$ cat src/hw/rtl/flash_region_table_assert.svh
// Assertion macros shared by the flash region table design.
`ifndef FLASH_REGION_TABLE_ASSERT_SVH
`define FLASH_REGION_TABLE_ASSERT_SVH

// The consequent must hold in the same cycle as the antecedent.
`define FRT_ASSERT_SAME(label, ante, cons, msg) \
	label: assert property (@(posedge clk) disable iff (!arst_n) (ante) |-> (cons)) \
		else $error(msg);

// The consequent must hold in the cycle after the antecedent.
`define FRT_ASSERT_NEXT(label, ante, cons, msg) \
	label: assert property (@(posedge clk) disable iff (!arst_n) (ante) |=> (cons)) \
		else $error(msg);

`endif

$ cat src/hw/rtl/frt_pkg.sv
`timescale 1ns / 1ps
package frt_pkg;

	localparam int MAX_REGIONS = 16;
	localparam int CNT_W = $clog2(MAX_REGIONS + 1);
	localparam logic [32:0] LIMIT_RESET = 33'h1000000;
	localparam int LABEL_MAX = 15;

	typedef enum logic [2:0] {
		OP_CLEAR = 3'd0,
		OP_ADD = 3'd1,
		OP_FIND_ADDR = 3'd2,
		OP_FIND_KIND = 3'd3,
		OP_FIND_LABEL = 3'd4
	} frt_op_t;

	typedef enum logic [2:0] {
		ST_OK = 3'd0,
		ST_NOT_FOUND = 3'd1,
		ST_BAD_LABEL = 3'd2,
		ST_ZERO_SIZE = 3'd3,
		ST_BOUNDS = 3'd4,
		ST_DUPLICATE = 3'd5,
		ST_OVERLAP = 3'd6,
		ST_FULL = 3'd7
	} frt_status_t;

	typedef enum logic [1:0] {
		S_IDLE,
		S_EXEC,
		S_COMMIT
	} frt_state_t;

	typedef struct packed {
		logic [31:0] offset;
		logic [31:0] size;
		logic [7:0] kind;
		logic [7:0] subkind;
		logic [31:0] flags;
		logic [63:0] label_low;
		logic [63:0] label_high;
	} frt_entry_t;

	typedef struct packed {
		logic [2:0] operation;
		logic [31:0] lookup_address;
		logic subkind_any;
		frt_entry_t entry;
	} frt_req_t;

	typedef struct packed {
		logic addr_hit;
		logic kind_hit;
		logic label_hit;
		logic overlap;
		logic less;
	} frt_match_t;

	typedef struct packed {
		logic capture;
		logic insert;
	} frt_cell_ctrl_t;

	function automatic logic char_ok(input logic [7:0] c);
		return (c >= 8'h30 && c <= 8'h39) || (c >= 8'h41 && c <= 8'h5A) ||
			(c >= 8'h61 && c <= 8'h7A) || c == 8'h5F || c == 8'h2D;
	endfunction

	// A label is 1 to 15 legal characters followed only by zero bytes.
	function automatic logic label_ok(input logic [63:0] lo, input logic [63:0] hi);
		logic [127:0] w;
		logic [15:0] nz;
		logic ok;
		w = {hi, lo};
		ok = 1'b1;
		for (int i = 0; i < 16; i++) begin
			nz[i] = w[i*8 +: 8] != 8'h00;
			if (nz[i] && !char_ok(w[i*8 +: 8]))
				ok = 1'b0;
		end
		for (int i = 0; i < 15; i++) begin
			if (!nz[i] && nz[i+1])
				ok = 1'b0;
		end
		return ok && nz[0] && !nz[LABEL_MAX];
	endfunction

endpackage

$ cat src/hw/rtl/frt_cell.sv
`timescale 1ns / 1ps
module frt_cell (
	input  logic                  clk,
	input  frt_pkg::frt_cell_ctrl_t ctrl,
	input  frt_pkg::frt_req_t     req,
	input  logic                  valid,
	input  logic                  prev_ahead,
	input  frt_pkg::frt_entry_t   left_entry,
	output frt_pkg::frt_entry_t   entry,
	output frt_pkg::frt_match_t   hit,
	output logic                  ahead
);
	import frt_pkg::*;

	frt_entry_t entry_q;
	frt_match_t hit_q;
	frt_match_t hit_d;
	logic [32:0] own_start;
	logic [32:0] own_end;
	logic [32:0] new_start;
	logic [32:0] new_end;
	logic here;

	always_comb begin
		own_start = {1'b0, entry_q.offset};
		own_end = own_start + {1'b0, entry_q.size};
		new_start = {1'b0, req.entry.offset};
		new_end = new_start + {1'b0, req.entry.size};
		hit_d.addr_hit = valid && req.lookup_address >= entry_q.offset &&
			{1'b0, req.lookup_address} < own_end;
		hit_d.kind_hit = valid && entry_q.kind == req.entry.kind &&
			(req.subkind_any || entry_q.subkind == req.entry.subkind);
		hit_d.label_hit = valid && entry_q.label_low == req.entry.label_low &&
			entry_q.label_high == req.entry.label_high;
		hit_d.overlap = valid && !(own_end <= new_start || new_end <= own_start);
		hit_d.less = valid && entry_q.offset < req.entry.offset;
	end

	// Entries are sorted, so the cells before the new one form a prefix.
	assign ahead = hit_q.less;
	assign here = !ahead && prev_ahead;

	always_ff @(posedge clk) begin
		if (ctrl.capture)
			hit_q <= hit_d;
		if (ctrl.insert) begin
			if (here)
				entry_q <= req.entry;
			else if (!ahead)
				entry_q <= left_entry;
		end
	end

	assign entry = entry_q;
	assign hit = hit_q;

endmodule

$ cat config.mk
export PLATFORM = sky130hd
export DESIGN_NAME = frt_cell
export DESIGN_NICKNAME = d
export VERILOG_FILES = /design/src/hw/rtl/flash_region_table_assert.svh /design/src/hw/rtl/frt_pkg.sv /design/src/hw/rtl/frt_cell.sv
export SDC_FILE = /design/constraint.sdc
export NUM_CORES = 1
export LEC_CHECK = 0
export CAP_MARGIN = 30
export CORE_AREA = 2 2 297 299
export DETAILED_ROUTE_END_ITERATION = 6
export DIE_AREA = 0 0 299 301
export DONT_BUFFER_PORTS = 1
export HOLD_SLACK_MARGIN = 0.1
export PLACE_DENSITY_LB_ADDON = 0.05
export SYNTH_ARGS = -nofsm -noshare
export SYNTH_HDL_FRONTEND = slang
export SYNTH_SLANG_ARGS = --single-unit
$ cat constraint.sdc
create_clock -name clk -period 21.5 [get_ports clk]
set_clock_uncertainty 0.15 [all_clocks]
set_input_delay 1.075 -clock clk [delete_from_list [all_inputs] [get_ports clk]]
set_output_delay 1.075 -clock clk [all_outputs]
set_load 0.005 [all_outputs]
* Word-level counts from Yosys, hierarchy flattened
Cells that the tools add are included.
Word-level totals: bits in writable memories 0, word-level logic and storage cells 40, bits in read-only memories 0, bits in latches 0, input port bits 521, flip-flop bits (word level) 245, memories kept 0, output and inout port bits 246
Operators by class: eq/ne operators 5, reductions and logical operators 14, shift-type cells 0, order comparisons 5, bitwise operators 0, multipliers 0, add/sub/neg operators 2, divide/modulo/power cells 0, multiplexer cells 2
Operators by type and width (number):
- 240-bit two-way mux | 2
- 64-bit equality test | 2
- 32-bit by 32-bit adder with 33-bit output | 2
- 33-bit by 32-bit less-or-equal comparator with 1-bit output | 2
- 32-bit by 33-bit < comparator with 1-bit output | 1
- 32-bit >= comparator | 1
- 32-bit < comparator | 1
- 8-bit equality test | 2
- 1-bit logical AND | 9
- 1-bit zero test | 2
- 1-bit logical OR | 2
- 2-bit by 1-bit != test with 1-bit output, second input constant | 1
- 2-bit AND reduction | 1

* Logic depth before layout (Yosys ltp)
depth after elaboration 5, mapped depth 20

* Worst setup path after synthesis
No wires, ideal clock.
path type input port to flip-flop, start point in ctrl[0] (netlist bit), end point reg entry_q, in the netlist entry[0], enable pin, slack 9.074 ns, buffers on the path 0, stages 1, setup time 0.868 ns, arrival time 11.407 ns, cell sequence nor2b_1
Between the ends: longest elaborated chain between the ends 1
Ends and longest elaborated chain:
- from (decl) | line frt_cell.sv:4 | input frt_pkg::frt_cell_ctrl_t ctrl,
- 2-bit AND reduction (no source line)
- to (signal assigned) | line frt_cell.sv:48 | entry_q <= req.entry;
- to (signal assigned) | line frt_cell.sv:50 | entry_q <= left_entry;
- to (decl) | line frt_cell.sv:15 | frt_entry_t entry_q;
Every way passes these cells. A chain may end at the register's enable or synchronous reset.

==> metrics.csv <==
metric;value;unit
Routed WL per cell;32.8;um
Final Max Tran Viols;0;
register area share after synthesis;0.386;
CTS tree;done;
Worst path top cell family by delay;compound AO/OA/AOI/OAI gates;
Max-Cap Viols;0;
share of cells above drive strength 1;0.176;
critical-path cell list;ha_1 > inv_1 > fa_1 > nor2b_1 > o31a_1 > o21ai_1 > a31oi_1 > a31oi_2 > o22ai_2 > and3b_1 > or3_1 > ha_1 > a21o_1 > a21oi_1 > nand3b_1 > a2111oi_0 > a211o_1 > a2bb2oi_1;
Syn Std Cell Area;19100;um2
proportion of synthesized area in mux cells;0.143;
Post-CTS Setup Inserts;0;
crit start category;flip-flop;
PD cells;72.4;nW/um2
routability cong.;0.922;
post-CTS sizing;0;
Gate Count Post-Synth;1745;
Detailed Route WL;96500;um
final core occ;0.249;
# hold bufs at CTS;0;
number of buffers created by CTS;35;
Area Growth Syn to Fin;12.8;%
die span in y;301;um
Synth Area in Adders;0.148;
Slew @ Worst Pin;0.992;ns
largest net degree at the start of global routing;68;
first-pass GRT wire length;128000;um
peak supply drop;0.0434;mV
Overflow after GRT;0;
Peak Freq;185;MHz
simple logic cell fraction of the synthesized area;0.0832;
1st-iter DRT viols;928;
TritonRoute pass-1 iters;5;
Worst Hold Class;in -> reg;
outcome;finished clean;
Critical Path Max Stage Delay;0.56;ns
slowest cell on the critical path;edfxtp_1;
Post-Syn Area per Cell;10.9;um2
most frequent cells in the layout;edfxtp_1, mux2_2, ha_1, inv_1, a21oi_1;
GRT Total Usage;0.206;
count of final setup violators;0;
chip width;299;um
via-per-instance ratio;4.93;
DP HPWL;83800;um
Crit path required time;21.63;ns
Die Area;90000;um2
# DRC;0;
Netlist cell types;65;
Tot Pwr;1.56;mW
Skew-Pair Late Insertion Delay;0.56;ns
number of synthesized flops with an enable pin;245;
Tcrit/Tclk final;0.251;
RSZ-0062 raised after global routing;no;
most frequent CP cell;ha_1;
CP Data Arrival Time;5.52;ns
I/O pin count;767;
I/O Buffers;0;
CTS clock-pin slew for the worst setup and hold paths;0.06;ns
compound-gate portion of the synthesized area;0.132;
Post-Syn Nets;2490;
CTS root buf;clkbuf_16;
synth warn;0;
maximum buffer depth of the clock tree;3;
Crit Path Class;reg -> reg;
asr flop ratio synth;0;
row cnt;108;
H-tree Lvls;2;
top_reg_cell synth;edfxtp_1;
vias;14496;
total core area;86500;um2
vias in the first global route;14945;
xor and xnor area share after synthesis;0.0648;
initial core utilization;0.221;
main combinational cell family by area after synthesis;adder cells;
CTS sink cnt;245;
Seq cells post-synth;245;
total negative slack;0;ns
Worst setup EP type;flip-flop;
max_slew headroom;0.339;
Leak Pwr;8.49;nW
crit-path max FO;5;
crit path buf inv count;1;
antenna violations before repair;33;
fin nets;2497;
most common cell after layout, fill and taps aside;edfxtp_1;
minimum clock period;5.39;ns
Routed Antenna Nets;0;
endpoints failing hold;0;
metrics by stage:
stage	setup slack, ns	hold WS, ns	cell area, um2	std cells
global route	15.71	0.432	21500	2933
floorplan	9.07	0.531	19100	1745
CTS	16.01	0.425	21500	2930
global placement	15.73	0.693	20400	2868
finish	16.11	0.474	21500	2939
detailed placement	15.65	0.693	20500	2870
cell type report:
class	instances	area [um2]
antenna	9	22.5
clock buffer	39	891
clock inverter	21	139
fill	9267	65000
inverter	177	664
multi-input combinational	1282	10900
sequential	245	7360
tap	1155	1450
timing repair buffer	11	92.6
Yosys cell counts (4+ instances only):
cell type | count | area, um2
edfxtp_1 | 245 | 7360
mux2_2 | 240 | 2700
ha_1 | 222 | 2780
inv_1 | 177 | 664
a21oi_1 | 92 | 460
xor2_1 | 87 | 762
a21o_1 | 69 | 518
o21ai_0 | 67 | 335
xnor2_1 | 54 | 473
nor2_1 | 49 | 184
nand2_1 | 47 | 176
nand4_1 | 47 | 294
clkbuf_1 | 37 | 139
nor3_1 | 28 | 140
nor4_1 | 27 | 169
nand3_1 | 26 | 130
a221oi_1 | 22 | 193
o22ai_1 | 21 | 131
nor2b_1 | 20 | 125
nand2b_1 | 15 | 93.8
o2bb2ai_1 | 14 | 123
o21a_1 | 12 | 90.1
a31oi_1 | 11 | 68.8
and3_1 | 11 | 68.8
a211oi_1 | 10 | 75.1
a2111oi_0 | 7 | 61.3
o21bai_1 | 7 | 52.6
or3_1 | 6 | 37.5
o211ai_1 | 5 | 37.5
a22o_1 | 4 | 35.0
a22oi_1 | 4 | 30.0
o31ai_1 | 4 | 30.0
or2_2 | 4 | 25.0
flip-flops by register name, indices dropped and copies added, names as in the netlist:
register	count
entry	240
hit	4
ahead	1
report_power, final:
part / total [mW] / switching, mW / internal (mW) / leakage [nW]
sequential: 0.614 / 0.0437 / 0.570 / 2.32
combinational: 0.393 / 0.221 / 0.172 / 5.66
clock: 0.552 / 0.242 / 0.310 / 0.509
total: 1.56 / 0.506 / 1.05 / 8.49
path summary, 6_finish.rpt:
kind                                  from     end  slack (ns)  cells after the start
worst max register to register  entry[208]  hit[1]       16.11                     18
worst min register to register  entry[173]  hit[3]        0.66                      3
worst max-delay path            entry[208]  hit[1]       16.11                     18
worst min-delay path               ctrl[1]  hit[2]        0.47                      0
cells by family (layout without fill, tap and decap cells):
| group | after synthesis | after routing |
|---|---|---|
| AOI/OAI and AO/OA | 378 | 378 |
| and+or+nand+nor | 296 | 296 |
| DFF | 245 | 245 |
| muxes | 243 | 243 |
| adders and majority gates | 224 | 224 |
| buffers and inverters | 218 | 248 |
| xor gates and xnor gates | 141 | 141 |
| other | 0 | 9 |
routing by layer:
layer / share of wire / global-route usage / vias to the layer above
li1: - / - / 6617
met1: 0.39 / 0.240 / 7195
met2: 0.51 / 0.366 / 564
met3: 0.084 / 0.0716 / 98
met4: 0.017 / 0.0399 / 22
met5: 0.0014 / 0 / -
Note: power is estimated with default switching activity, not from simulation.
